File: config.mk
export PLATFORM = sky130hd
export DESIGN_NAME = midpoint_ellipse_rasterizer_core
export DESIGN_NICKNAME = d
export VERILOG_FILES = /design/src/hdl/elr_pkg.sv /design/src/hdl/elr_mac.sv /design/src/hdl/elr_seq.sv /design/src/hdl/midpoint_ellipse_rasterizer_core.sv
export SDC_FILE = /design/constraint.sdc
export NUM_CORES = 2
export LEC_CHECK = 0
export BUFFER_PORTS_ARGS = -buffer_cell sky130_fd_sc_hd__clkbuf_2
export CAP_MARGIN = 20
export CORE_MARGIN = 3
export CORE_UTILIZATION = 45
export CTS_BUF_LIST = sky130_fd_sc_hd__clkbuf_4 sky130_fd_sc_hd__clkbuf_8 sky130_fd_sc_hd__clkbuf_16
export DETAILED_ROUTE_END_ITERATION = 10
export SYNTH_ARGS = -nofsm -noshare
export SYNTH_HDL_FRONTEND = slang
export SYNTH_HIERARCHICAL = 1
export SYNTH_SLANG_ARGS = --single-unit
File: constraint.sdc
create_clock -name i_clk -period 15.9 [get_ports i_clk]
set_input_delay 1.59 -clock i_clk [delete_from_list [all_inputs] [get_ports i_clk]]
set_output_delay 1.59 -clock i_clk [all_outputs]
set_load 0.005 [all_outputs]
File: src/hdl/elr_pkg.sv
// shared constants and types for the midpoint ellipse rasterizer
package elr_pkg;

    localparam int COORD_BITS    = 10;
    localparam int OFFS_BITS     = COORD_BITS + 1;
    localparam int PIX_BITS      = COORD_BITS + 2;
    localparam int SQ_BITS       = 2 * COORD_BITS;
    localparam int MUL_BITS      = 2 * COORD_BITS + 4;
    localparam int DEC_BITS      = 2 * MUL_BITS;
    localparam int IN_DATA_BITS  = ((2 * COORD_BITS + 7) / 8) * 8;
    localparam int OUT_DATA_BITS = ((4 * PIX_BITS + 7) / 8) * 8;
    localparam int CFG_IDX_BITS  = 2;

    localparam logic [CFG_IDX_BITS-1:0] CFG_CENTER_X = CFG_IDX_BITS'(0);
    localparam logic [CFG_IDX_BITS-1:0] CFG_CENTER_Y = CFG_IDX_BITS'(1);

    localparam logic [COORD_BITS-1:0] CENTER_X_RESET = COORD_BITS'(320);
    localparam logic [COORD_BITS-1:0] CENTER_Y_RESET = COORD_BITS'(240);

    localparam logic ACT_START   = 1'b0;
    localparam logic ACT_ADVANCE = 1'b1;

    typedef enum logic [1:0] {
        SH_X1 = 2'd0,
        SH_X4 = 2'd1,
        SH_X8 = 2'd2
    } t_shift;

    typedef struct packed {
        logic   sub;
        t_shift shift;
    } t_alu_ctl;

    typedef struct packed {
        logic idle;
        logic active;
        logic region_two;
        logic y_zero;
    } t_walk_status;

endpackage

File: src/hdl/elr_mac.sv
// shared multiplier with registered product and shift-add/subtract accumulator
module elr_mac (
    input  logic                           i_clk,
    input  logic [elr_pkg::MUL_BITS-1:0]   i_mul_a,
    input  logic [elr_pkg::MUL_BITS-1:0]   i_mul_b,
    input  logic [elr_pkg::DEC_BITS-1:0]   i_base,
    input  logic [elr_pkg::DEC_BITS-1:0]   i_term,
    input  elr_pkg::t_alu_ctl              i_ctl,
    output logic [elr_pkg::DEC_BITS-1:0]   o_prod,
    output logic [elr_pkg::DEC_BITS-1:0]   o_sum
);
    import elr_pkg::*;

    logic [DEC_BITS-1:0] r_prod;
    logic [DEC_BITS-1:0] n_prod;
    logic [DEC_BITS-1:0] w_shifted;

    always_comb begin
        n_prod = DEC_BITS'(i_mul_a) * DEC_BITS'(i_mul_b);
    end

    always_ff @(posedge i_clk) begin
        r_prod <= n_prod;
    end

    always_comb begin
        case (i_ctl.shift)
            SH_X4:   w_shifted = {i_term[DEC_BITS-3:0], 2'b00};
            SH_X8:   w_shifted = {i_term[DEC_BITS-4:0], 3'b000};
            default: w_shifted = i_term;
        endcase
        o_sum = i_ctl.sub ? (i_base - w_shifted) : (i_base + w_shifted);
    end

    assign o_prod = r_prod;

endmodule

File: src/hdl/elr_seq.sv
// walk sequencer: holds the ellipse state and steps the shared unit
module elr_seq (
    input  logic                            i_clk,
    input  logic                            i_rst_n,
    input  logic                            i_start,
    input  logic                            i_advance,
    input  logic [elr_pkg::COORD_BITS-1:0]  i_radius_x,
    input  logic [elr_pkg::COORD_BITS-1:0]  i_radius_y,
    output logic [elr_pkg::OFFS_BITS-1:0]   o_offset_x,
    output logic [elr_pkg::OFFS_BITS-1:0]   o_offset_y,
    output elr_pkg::t_walk_status           o_status,
    output logic [elr_pkg::MUL_BITS-1:0]    o_mul_a,
    output logic [elr_pkg::MUL_BITS-1:0]    o_mul_b,
    output logic [elr_pkg::DEC_BITS-1:0]    o_base,
    output logic [elr_pkg::DEC_BITS-1:0]    o_term,
    output elr_pkg::t_alu_ctl               o_ctl,
    input  logic [elr_pkg::DEC_BITS-1:0]    i_prod,
    input  logic [elr_pkg::DEC_BITS-1:0]    i_sum
);
    import elr_pkg::*;

    typedef enum logic [19:0] {
        ST_IDLE = 20'h00001,
        ST_LD0  = 20'h00002,
        ST_LD1  = 20'h00004,
        ST_LD2  = 20'h00008,
        ST_LD3  = 20'h00010,
        ST_SE0  = 20'h00020,
        ST_SE1  = 20'h00040,
        ST_SE2  = 20'h00080,
        ST_R2I0 = 20'h00100,
        ST_R2I1 = 20'h00200,
        ST_R2I2 = 20'h00400,
        ST_R2I3 = 20'h00800,
        ST_R2I4 = 20'h01000,
        ST_R2I5 = 20'h02000,
        ST_A1_0 = 20'h04000,
        ST_A1_1 = 20'h08000,
        ST_A1_2 = 20'h10000,
        ST_A2_0 = 20'h20000,
        ST_A2_1 = 20'h40000,
        ST_A2_2 = 20'h80000
    } t_state;

    t_state                r_state, n_state;
    logic [OFFS_BITS-1:0]  r_x, n_x;
    logic [OFFS_BITS-1:0]  r_y, n_y;
    logic [DEC_BITS-1:0]   r_dec, n_dec;
    logic [DEC_BITS-1:0]   r_tmp, n_tmp;
    logic                  r_r2, n_r2;
    logic                  r_active, n_active;
    logic                  r_flag, n_flag;
    logic [COORD_BITS-1:0] r_rx, n_rx;
    logic [COORD_BITS-1:0] r_ry, n_ry;
    logic [SQ_BITS-1:0]    r_a2, n_a2;
    logic [SQ_BITS-1:0]    r_b2, n_b2;

    logic [OFFS_BITS-1:0]  w_x_inc;
    logic [OFFS_BITS-1:0]  w_y_dec;
    logic [OFFS_BITS-1:0]  w_ym1_abs;
    logic [OFFS_BITS:0]    w_2x1;
    logic                  w_dec_neg;
    logic                  w_dec_zero;

    always_comb begin
        w_x_inc    = r_x + OFFS_BITS'(1);
        w_y_dec    = r_y - OFFS_BITS'(1);
        // |y - 1| so the square stays unsigned
        w_ym1_abs  = (r_y == '0) ? OFFS_BITS'(1) : w_y_dec;
        w_2x1      = {r_x, 1'b1};
        w_dec_neg  = r_dec[DEC_BITS-1];
        w_dec_zero = (r_dec == '0);
    end

    always_comb begin
        n_state  = r_state;
        n_x      = r_x;
        n_y      = r_y;
        n_dec    = r_dec;
        n_tmp    = r_tmp;
        n_r2     = r_r2;
        n_active = r_active;
        n_flag   = r_flag;
        n_rx     = r_rx;
        n_ry     = r_ry;
        n_a2     = r_a2;
        n_b2     = r_b2;
        o_mul_a  = '0;
        o_mul_b  = '0;
        o_base   = r_dec;
        o_term   = '0;
        o_ctl    = '{sub: 1'b0, shift: SH_X1};

        unique case (r_state)
            ST_IDLE: begin
                if (i_start) begin
                    n_rx     = i_radius_x;
                    n_ry     = i_radius_y;
                    n_x      = '0;
                    n_y      = OFFS_BITS'(i_radius_y);
                    n_r2     = 1'b0;
                    n_active = 1'b1;
                    n_state  = ST_LD0;
                end else if (i_advance) begin
                    if (!r_r2) begin
                        // y steps too when the decision is not negative
                        n_flag  = !w_dec_neg;
                        n_state = ST_A1_0;
                    end else if (r_y != '0) begin
                        // x steps too when the decision is not positive
                        n_flag  = w_dec_neg || w_dec_zero;
                        n_state = ST_A2_0;
                    end else begin
                        n_active = 1'b0;
                    end
                end
            end
            ST_LD0: begin
                o_mul_a = MUL_BITS'(r_rx);
                o_mul_b = MUL_BITS'(r_rx);
                n_state = ST_LD1;
            end
            ST_LD1: begin
                n_a2    = i_prod[SQ_BITS-1:0];
                o_mul_a = MUL_BITS'(r_ry);
                o_mul_b = MUL_BITS'(r_ry);
                n_state = ST_LD2;
            end
            ST_LD2: begin
                n_b2    = i_prod[SQ_BITS-1:0];
                o_mul_a = MUL_BITS'(r_a2);
                o_mul_b = MUL_BITS'(r_ry);
                // a2 + 4*b2
                o_base  = DEC_BITS'(r_a2);
                o_term  = i_prod;
                o_ctl   = '{sub: 1'b0, shift: SH_X4};
                n_dec   = i_sum;
                n_state = ST_LD3;
            end
            ST_LD3: begin
                o_term  = i_prod;
                o_ctl   = '{sub: 1'b1, shift: SH_X4};
                n_dec   = i_sum;
                n_state = ST_SE0;
            end
            ST_SE0: begin
                o_mul_a = MUL_BITS'(r_b2);
                o_mul_b = MUL_BITS'(r_x);
                n_state = ST_SE1;
            end
            ST_SE1: begin
                n_tmp   = i_prod;
                o_mul_a = MUL_BITS'(r_a2);
                o_mul_b = MUL_BITS'(r_y);
                n_state = ST_SE2;
            end
            ST_SE2: begin
                // b2*x - a2*y >= 0 ends region one
                o_base = r_tmp;
                o_term = i_prod;
                o_ctl  = '{sub: 1'b1, shift: SH_X1};
                if (!i_sum[DEC_BITS-1]) begin
                    n_state = ST_R2I0;
                end else begin
                    n_state = ST_IDLE;
                end
            end
            ST_R2I0: begin
                o_mul_a = MUL_BITS'(w_2x1);
                o_mul_b = MUL_BITS'(w_2x1);
                n_state = ST_R2I1;
            end
            ST_R2I1: begin
                o_mul_a = MUL_BITS'(r_b2);
                o_mul_b = i_prod[MUL_BITS-1:0];
                n_state = ST_R2I2;
            end
            ST_R2I2: begin
                n_dec   = i_prod;
                o_mul_a = MUL_BITS'(w_ym1_abs);
                o_mul_b = MUL_BITS'(w_ym1_abs);
                n_state = ST_R2I3;
            end
            ST_R2I3: begin
                o_mul_a = MUL_BITS'(r_a2);
                o_mul_b = i_prod[MUL_BITS-1:0];
                n_state = ST_R2I4;
            end
            ST_R2I4: begin
                o_term  = i_prod;
                o_ctl   = '{sub: 1'b0, shift: SH_X4};
                n_dec   = i_sum;
                o_mul_a = MUL_BITS'(r_a2);
                o_mul_b = MUL_BITS'(r_b2);
                n_state = ST_R2I5;
            end
            ST_R2I5: begin
                o_term  = i_prod;
                o_ctl   = '{sub: 1'b1, shift: SH_X4};
                n_dec   = i_sum;
                n_r2    = 1'b1;
                n_state = ST_IDLE;
            end
            ST_A1_0: begin
                n_x = w_x_inc;
                if (r_flag) begin
                    n_y = w_y_dec;
                end
                o_mul_a = MUL_BITS'(r_b2);
                o_mul_b = MUL_BITS'(w_x_inc);
                o_term  = DEC_BITS'(r_b2);
                o_ctl   = '{sub: 1'b0, shift: SH_X4};
                n_dec   = i_sum;
                n_state = ST_A1_1;
            end
            ST_A1_1: begin
                o_term  = i_prod;
                o_ctl   = '{sub: 1'b0, shift: SH_X8};
                n_dec   = i_sum;
                o_mul_a = MUL_BITS'(r_a2);
                o_mul_b = MUL_BITS'(r_y);
                n_state = ST_A1_2;
            end
            ST_A1_2: begin
                o_term = i_prod;
                o_ctl  = '{sub: 1'b1, shift: SH_X8};
                if (r_flag) begin
                    n_dec = i_sum;
                end
                n_state = ST_SE0;
            end
            ST_A2_0: begin
                n_y = w_y_dec;
                if (r_flag) begin
                    n_x = w_x_inc;
                end
                o_mul_a = MUL_BITS'(r_a2);
                o_mul_b = MUL_BITS'(w_y_dec);
                o_term  = DEC_BITS'(r_a2);
                o_ctl   = '{sub: 1'b0, shift: SH_X4};
                n_dec   = i_sum;
                n_state = ST_A2_1;
            end
            ST_A2_1: begin
                o_term  = i_prod;
                o_ctl   = '{sub: 1'b1, shift: SH_X8};
                n_dec   = i_sum;
                o_mul_a = MUL_BITS'(r_b2);
                o_mul_b = MUL_BITS'(r_x);
                n_state = ST_A2_2;
            end
            ST_A2_2: begin
                o_term = i_prod;
                o_ctl  = '{sub: 1'b0, shift: SH_X8};
                if (r_flag) begin
                    n_dec = i_sum;
                end
                n_state = ST_IDLE;
            end
            default: begin
                n_state = ST_IDLE;
            end
        endcase
    end

    always_ff @(posedge i_clk) begin
        if (!i_rst_n) begin
            r_state  <= ST_IDLE;
            r_r2     <= 1'b0;
            r_active <= 1'b0;
        end else begin
            r_state  <= n_state;
            r_r2     <= n_r2;
            r_active <= n_active;
        end
    end

    always_ff @(posedge i_clk) begin
        r_x    <= n_x;
        r_y    <= n_y;
        r_dec  <= n_dec;
        r_tmp  <= n_tmp;
        r_flag <= n_flag;
        r_rx   <= n_rx;
        r_ry   <= n_ry;
        r_a2   <= n_a2;
        r_b2   <= n_b2;
    end

    assign o_offset_x = r_x;
    assign o_offset_y = r_y;
    assign o_status   = '{idle:       (r_state == ST_IDLE),
                          active:     r_active,
                          region_two: r_r2,
                          y_zero:     (r_y == '0)};

endmodule

File: src/hdl/midpoint_ellipse_rasterizer_core.sv
// top level of the midpoint ellipse rasterizer: handshakes, center registers, output word
//
// channel | dir | handshake            | payload
// --------+-----+----------------------+-------------------------------------------
// s       | in  | i_s_tvalid/o_s_tready | tuser action, tdata radius_x, radius_y
// m       | out | o_m_tvalid/i_m_tready | tdata four pixel coords, tlast last_point
// cfg     | in  | i_cfg_we             | i_cfg_idx register, i_cfg_data value
//
// start word: the walk may open directly in region two
// advance in region one: the word that crosses into region two also sets up that region
// advance in region two: the final point ends the walk without a step
// every step runs on the single multiplier and adder that the sequencer reuses
// a result waits in the output register; a new word is taken once the sequencer is
// idle and that register is free or being drained; reset gives center 320, 240
module midpoint_ellipse_rasterizer_core (
    input  logic                                 i_clk,
    input  logic                                 i_rst_n,
    input  logic                                 i_s_tvalid,
    output logic                                 o_s_tready,
    // radius_x, radius_y, zero pad
    input  logic [elr_pkg::IN_DATA_BITS-1:0]     i_s_tdata,
    // action
    input  logic                                 i_s_tuser,
    output logic                                 o_m_tvalid,
    input  logic                                 i_m_tready,
    // pixel_x_right, pixel_x_left, pixel_y_down, pixel_y_up
    output logic [elr_pkg::OUT_DATA_BITS-1:0]    o_m_tdata,
    output logic                                 o_m_tlast,
    input  logic                                 i_cfg_we,
    input  logic [elr_pkg::CFG_IDX_BITS-1:0]     i_cfg_idx,
    input  logic [elr_pkg::COORD_BITS-1:0]       i_cfg_data
);
    import elr_pkg::*;

    logic [COORD_BITS-1:0]    r_cx;
    logic [COORD_BITS-1:0]    r_cy;
    logic                     r_out_valid;
    logic [OUT_DATA_BITS-1:0] r_out_data;
    logic                     r_out_last;

    logic                     w_accept;
    logic                     w_start;
    logic                     w_advance;
    logic [PIX_BITS-1:0]      w_x_right;
    logic [PIX_BITS-1:0]      w_x_left;
    logic [PIX_BITS-1:0]      w_y_down;
    logic [PIX_BITS-1:0]      w_y_up;

    logic [OFFS_BITS-1:0]     w_offset_x;
    logic [OFFS_BITS-1:0]     w_offset_y;
    t_walk_status             w_status;
    logic [MUL_BITS-1:0]      w_mul_a;
    logic [MUL_BITS-1:0]      w_mul_b;
    logic [DEC_BITS-1:0]      w_base;
    logic [DEC_BITS-1:0]      w_term;
    t_alu_ctl                 w_ctl;
    logic [DEC_BITS-1:0]      w_prod;
    logic [DEC_BITS-1:0]      w_sum;

    assign o_s_tready = w_status.idle && (!r_out_valid || i_m_tready);
    assign w_accept   = i_s_tvalid && o_s_tready;
    assign w_start    = w_accept && (i_s_tuser == ACT_START);
    // an advance with no walk in progress is swallowed
    assign w_advance  = w_accept && (i_s_tuser == ACT_ADVANCE) && w_status.active;

    always_comb begin
        w_x_right = PIX_BITS'(r_cx) + PIX_BITS'(w_offset_x);
        w_x_left  = PIX_BITS'(r_cx) - PIX_BITS'(w_offset_x);
        w_y_down  = PIX_BITS'(r_cy) + PIX_BITS'(w_offset_y);
        w_y_up    = PIX_BITS'(r_cy) - PIX_BITS'(w_offset_y);
    end

    elr_seq u_seq (
        .i_clk      (i_clk),
        .i_rst_n    (i_rst_n),
        .i_start    (w_start),
        .i_advance  (w_advance),
        .i_radius_x (i_s_tdata[COORD_BITS-1:0]),
        .i_radius_y (i_s_tdata[2*COORD_BITS-1:COORD_BITS]),
        .o_offset_x (w_offset_x),
        .o_offset_y (w_offset_y),
        .o_status   (w_status),
        .o_mul_a    (w_mul_a),
        .o_mul_b    (w_mul_b),
        .o_base     (w_base),
        .o_term     (w_term),
        .o_ctl      (w_ctl),
        .i_prod     (w_prod),
        .i_sum      (w_sum)
    );

    elr_mac u_mac (
        .i_clk   (i_clk),
        .i_mul_a (w_mul_a),
        .i_mul_b (w_mul_b),
        .i_base  (w_base),
        .i_term  (w_term),
        .i_ctl   (w_ctl),
        .o_prod  (w_prod),
        .o_sum   (w_sum)
    );

    always_ff @(posedge i_clk) begin
        if (!i_rst_n) begin
            r_cx <= CENTER_X_RESET;
            r_cy <= CENTER_Y_RESET;
        end else if (i_cfg_we) begin
            unique case (i_cfg_idx)
                CFG_CENTER_X: r_cx <= i_cfg_data;
                CFG_CENTER_Y: r_cy <= i_cfg_data;
                default: ;
            endcase
        end
    end

    always_ff @(posedge i_clk) begin
        if (!i_rst_n) begin
            r_out_valid <= 1'b0;
        end else if (w_advance) begin
            r_out_valid <= 1'b1;
        end else if (i_m_tready) begin
            r_out_valid <= 1'b0;
        end
    end

    always_ff @(posedge i_clk) begin
        if (w_advance) begin
            r_out_data <= OUT_DATA_BITS'({w_y_up, w_y_down, w_x_left, w_x_right});
            r_out_last <= w_status.region_two && w_status.y_zero;
        end
    end

    assign o_m_tvalid = r_out_valid;
    assign o_m_tdata  = r_out_data;
    assign o_m_tlast  = r_out_last;

endmodule
Word level (Yosys, flattened, before mapping)
Index checks and enable logic that the tools add are counted.
{ "totals": {"ff_bits": 319, "out_inout_bits": 51, "elab_cells": 136} }
{ "op_classes": {"add_sub_neg": 8, "mul": 1, "eq_ne": 31, "mux": 32, "bitwise": 2, "reduce_logical": 44} }
{ "op_table": {"columns": ["cell", "n"], "rows": [
  ["20-bit one-hot mux with 17 select lines", 1],
  ["48-bit one-hot mux with 3 select lines", 2],
  ["24-bit one-hot mux with 10 select lines", 1],
  ["48-bit one-hot mux with 2 select lines", 2],
  ["20-bit one-hot mux with 6 select lines", 1],
  ["48-bit two-way mux", 2],
  ["20-bit two-way mux", 4],
  ["11-bit one-hot mux with 3 select lines", 2],
  ["11-bit two-way mux", 5],
  ["48-bit adder", 1],
  ["48-bit logical NOT", 1],
  ["48-bit subtractor", 1],
  ["20-bit by 24-bit multiplier with 44-bit output", 1],
  ["10-bit by 11-bit adder with 12-bit output", 2],
  ["10-bit by 11-bit subtractor with 12-bit output", 2],
  ["20-bit by 1-bit equality test with 1-bit output (second input constant)", 1],
  ["20-bit by 10-bit equality test with 1-bit output (second input constant)", 1],
  ["20-bit by 11-bit equality test with 1-bit output (second input constant)", 1],
  ["20-bit by 12-bit equality test with 1-bit output (second input constant)", 1],
  ["20-bit by 13-bit equality test with 1-bit output (second input constant)", 1],
  ["20-bit by 14-bit equality test with 1-bit output (second input constant)", 1],
  ["20-bit by 15-bit equality test with 1-bit output (second input constant)", 1],
  ["20-bit by 16-bit equality test with 1-bit output (second input constant)", 1],
  ["20-bit by 17-bit equality test with 1-bit output (second input constant)", 1],
  ["other kinds (40)", 81]
]} }

Depth between registers and ports, before layout
{ "logic_depth": {"word_depth": 9, "mapped_depth": 37, "ltp_nobuf": 35} }

Hierarchy
Netlist, hierarchy kept.
{ "modules_own_cells": {"columns": ["mod", "instances", "cells_each", "area_per_inst_um2", "seq_area_each_um2"], "rows": [
  ["elr_mac", 1, 2834, 24309.6, 960.9],
  ["elr_seq", 1, 897, 10488.8, 5815.6],
  ["midpoint_ellipse_rasterizer_core", 1, 420, 4236.6, 1831.8]
]} }

Worst setup path before layout
No wires, ideal clock.
{ "synth_timing": {"path_kind": "register -> register", "from": "reg u_seq.r_state[18]", "to": "reg u_mac.r_prod[41], in the netlist u_mac/o_prod[41]", "setup_time_ps": 72, "arrival_time_ps": 8687, "required_ps": 15828, "path_slack_ps": 7141, "stages_incl_launch_ff": 32, "n_path_buf": 4, "period_less_slack_ps": 8759, "path_cell_list": "dfxtp_1 > buf_2 > or4_4 > buf_2 > nor4_2 > and4b_1 > buf_2 > a22oi_1 > nand3_1 > clkbuf_1 > nand2_1 > fa_1 > fa_1 > inv_1 > fa_1 > inv_1 > fa_1 > inv_1 > fa_1 > fa_1 > fa_1 > ha_1 > a21o_1 > a21o_1 > a21oi_1 > o2111ai_1 > o21ai_2 > o21ai_1 > a221o_1 > and3_1 > a311oi_2 > xnor2_1"} }
{ "synth_via": {"elab_chain_cells": 4, "word_cells_on_any_way": 23, "classes_between": "mul (1); eq/ne (14); mux (2); reduce/logical (6)"} }
{ "synth_lines": {"columns": ["item", "line", "rtl"], "rows": [
  ["from (decl)", "elr_seq.sv:45", "t_state r_state, n_state;"],
  ["from (signal assigned)", "elr_seq.sv:272", "r_state <= n_state;"],
  ["20-bit by 4-bit equality test with 1-bit output (tied with other cells)", "elr_seq.sv:94", "unique case (r_state)"],
  ["6-bit OR reduction (no line) or 4-bit OR reduction (tied branches)", null, null],
  ["20-bit one-hot mux with 6 select lines *", "elr_seq.sv:94", null],
  ["net w_mul_a[9]", "midpoint_ellipse_rasterizer_core.sv:52", "logic [MUL_BITS-1:0] w_mul_a;"],
  ["20-bit by 24-bit multiplier with 44-bit output *", "elr_mac.sv:19", "n_prod = DEC_BITS'(i_mul_a) * DEC_BITS'(i_mul_b);"],
  ["net u_mac.n_prod[41]", "elr_mac.sv:15", "logic [DEC_BITS-1:0] n_prod;"],
  ["to (signal assigned)", "elr_mac.sv:23", "r_prod <= n_prod;"],
  ["to (decl)", "elr_mac.sv:14", "logic [DEC_BITS-1:0] r_prod;"]
]} }
Mark *: on every way through the listed nets, which the timed path passes. The rest lies on a longest branch.
A chain may end at the register's enable or synchronous reset.

==> summary.txt <==
initial antenna violation count -> 2
Tmin final -> 10.99 ns
crit path launch -> u_seq/r_state[4]$_SDFFE_PN0P_
critical register-to-register path startpoint -> u_seq/r_state[4]$_SDFFE_PN0P_
status -> finished, final reports clean
Seq/Total Area, Yosys -> 22.05%
I/O pin cnt -> 93
first-pass GRT wire length -> 173400 um
final instance area -> 0.04174 mm2
Fillers -> 8197
maxcap violations -> 0
hold_buf cts -> 0
Root Driver -> clkbuf_16
Flop pwr share -> 40.1%
GRT Resource Usage Total -> 24.25%
Int Pwr -> 1618 uW
Area after DPL -> 0.04041 mm2
Comb power frac -> 20.6%
setup bufs post-CTS -> 0
crit end category -> flop
Slowest-stage cell, CP -> or3_1
TritonCTS clock tree -> yes
Crit path largest cell delay -> 0.82 ns
H-Tree Depth -> 2
post-cts sizing count -> 0
post-DR wirelength/cell -> 20.44 um
I/O Buffers -> 88
Post-synth EDFFs -> 226
fraction of layout cells with a size suffix above 1 -> 8.613%
Max VDD drop -> 79.24 uV
total power -> 2313 uW
CTS sink count -> 317
DRT iter0 DRCs -> 2291
Setup crit end -> u_mac/o_prod[45]$_DFF_P_
PD cells -> 55.41 mW/mm2
Synth area leaders -> fa_1, edfxtp_1, ha_1, inv_1, and2_1
Reg clk slew, reported paths -> 0.06 ns
count of different cell masters after synthesis -> 109
footprint of the multi-input gates -> 0.02714 mm2
# setup viols final -> 0
switching power share of the total -> 30.05%
CTS Buffer Depth -> 3
crit share post-route -> 69.13%
cell taking the most area after synthesis -> fa_1
ys async rst share -> 0%
die height -> 300.5 um
die area -> 0.09032 mm2
largest net degree at the start of global routing -> 64
routability congestion estimate -> 0.9001
antenna viol nets, final -> 0
r2r setup slk -> 4.91 ns
vias in the first global route -> 30350
fin nets -> 4911
Core Area -> 0.08555 mm2
Residual DRC -> 0
crit path max fanout -> 42
1st-pass router iterations -> 6
Leakage Power -> 0.01877 uW
Mean Syn Cell Area -> 9.404 um2
synthesis-to-finish area growth -> 6.936%
Hold Crit Class -> reg2reg
ys flop type -> edfxtp_1
Cell Area, Synth -> 0.03903 mm2
Post-DP HPWL -> 79990 um
# diodes -> 0
Slew headroom -> 26.06%
Max Slew Vio Count -> 0
share of the synthesized area in the top cell type -> 24.98%
Setup Skew -> 0.03725 ns
Fin Setup TNS -> 0 ns
R2R depth -> 32
#FFs+latches synth -> 317
Via density -> 5.636
Worst EP arrival -> 11.43 ns
clock power share -> 39.3%
top achievable clock speed -> 90.97 MHz
GRT overflow -> 0
clk_lat worst skew -> 0.58 ns
worst slew pin tran -> 1.109 ns
P_sw -> 695.0 uW
FP Rows -> 107
Final Hold Fails -> 0
critical path class -> reg2reg
final wirelength -> 108100 um
Yosys Warn Count -> 6
unrepaired setup endpoints after global routing -> no
CTS buffer count -> 37
DR vias -> 29810
Req. time, crit path -> 16.34 ns
Die Wd -> 300.5 um
register area -> 0.008608 mm2
Synth Instances -> 4151
starting density of the core -> 45.63%
Setup crit start kind -> flop
R2R Path End -> u_mac/o_prod[45]$_DFF_P_
==> Yosys cell counts (all sizes together) (65+ instances only) <==
cell type,n
xor2,80
nor2,130
fa,487
dfxtp,91
xnor2,108
edfxtp,226
nand2,468
o21ai,140
nor2b,65
inv,631
a22oi,68
a21oi,163
clkbuf,158
and2,322
ha,266
buf,65
==> cell families after synthesis <==
logic type / Yosys count / synth area share [%]
AND/OR/NAND/NOR: 1276 / 17.07
buffers and inverters: 855 / 8.741
adder cells (fa/ha/maj): 753 / 33.50
AO/OA/AOI/OAI: 699 / 12.46
flip-flops: 317 / 22.05
XOR/XNOR: 188 / 4.218
multiplexers: 62 / 1.949
other: 1 / 0.009607
==> per-layer routing <==
| metal | track usage, % | vias to the layer above | routed length, um |
|---|---|---|---|
| met1 | 33.52 | 15080 | 48030 |
| met5 | 0 | - | 12 |
| li1 | - | 13640 | - |
| met3 | 2.884 | 145 | 6403 |
| met4 | 5.324 | 2 | 2083 |
| met2 | 40.97 | 939 | 51580 |
==> cell type report <==
cell class                 count  share of cell area (%)
multi-input combinational   2982                   65.01
timing repair buffer         146                   2.125
sequential                   317                   20.62
tap                         1144                   3.429
clock inverter                20                  0.4976
clock buffer                  48                   2.632
inverter                     632                   5.686
==> sequential cells by signal, summed over array words and instances (netlist names), 10 cells and up <==
name              flops
u_mac/o_prod         48
u_seq/r_dec          48
u_seq/r_tmp          48
o_m_tdata            46
u_seq/r_a2           20
u_seq/r_b2           20
u_seq/r_state        20
u_seq/o_offset_x     11
u_seq/o_offset_y     11
r_cx                 10
r_cy                 10
u_seq/r_rx           10
u_seq/r_ry           10
==> through the flow <==
stage	hold WS, ns	worst slack [ns]	utilization [%]	instances
CTS	0.4431	4.986	48.76	5287
floorplan	0.4169	7.141	-	4154
detailed placement	0.4403	5.022	47.24	5219
global placement	0.4314	5.040	47.23	5218
global route	0.4664	4.485	48.79	5289
finish	0.4389	4.908	48.79	5289
==> power groups by stage <==
stage               logic, uW  clock network (uW)  registers [uW]
detailed placement        464                   0             945
floorplan                 351                   0             934
CTS                       468                 923             927
global placement          463                   0             945
finish                    477                 908             928
global route              524                 955             929
==> worst min path at each step <==
stage / depth (start not counted) / slack, ns / end / start
after global placement: 0 / 0.43 / u_seq/r_tmp[37]$_DFFE_PP_ / u_mac/o_prod[37]$_DFF_P_
after floorplan: 0 / 0.42 / u_seq/r_tmp[24]$_DFFE_PP_ / u_mac/o_prod[24]$_DFF_P_
after CTS: 0 / 0.44 / u_seq/r_tmp[31]$_DFFE_PP_ / u_mac/o_prod[31]$_DFF_P_
after global routing: 0 / 0.47 / u_seq/r_tmp[31]$_DFFE_PP_ / u_mac/o_prod[31]$_DFF_P_
final: 0 / 0.44 / u_seq/r_tmp[31]$_DFFE_PP_ / u_mac/o_prod[31]$_DFF_P_
after detailed placement: 0 / 0.44 / u_seq/r_tmp[38]$_DFFE_PP_ / u_mac/o_prod[38]$_DFF_P_
==> layout by cell type, fill, tap and decap left out, drive strengths merged, types with 68 or more instances in the layout <==
master | netlist | final
nand2 | 468 | 468
edfxtp | 226 | 226
a21oi | 163 | 163
inv | 631 | 636
ha | 266 | 266
fa | 487 | 487
and2 | 322 | 322
nor2 | 130 | 130
dfxtp | 91 | 91
o21ai | 140 | 140
clkbuf | 158 | 136
xor2 | 80 | 80
xnor2 | 108 | 108
a22oi | 68 | 68
==> worst max-delay path: cells and delay by family, from the launching register on <==
kind | cells | cell delay (ns)
flops | 1 | 0.36
fa+ha+maj | 8 | 3.91
simple gates | 9 | 3.65
compound gates | 6 | 1.84
xor+xnor | 1 | 0.13
buf+inv | 8 | 0.90
Power figures use the tool's default switching activity.
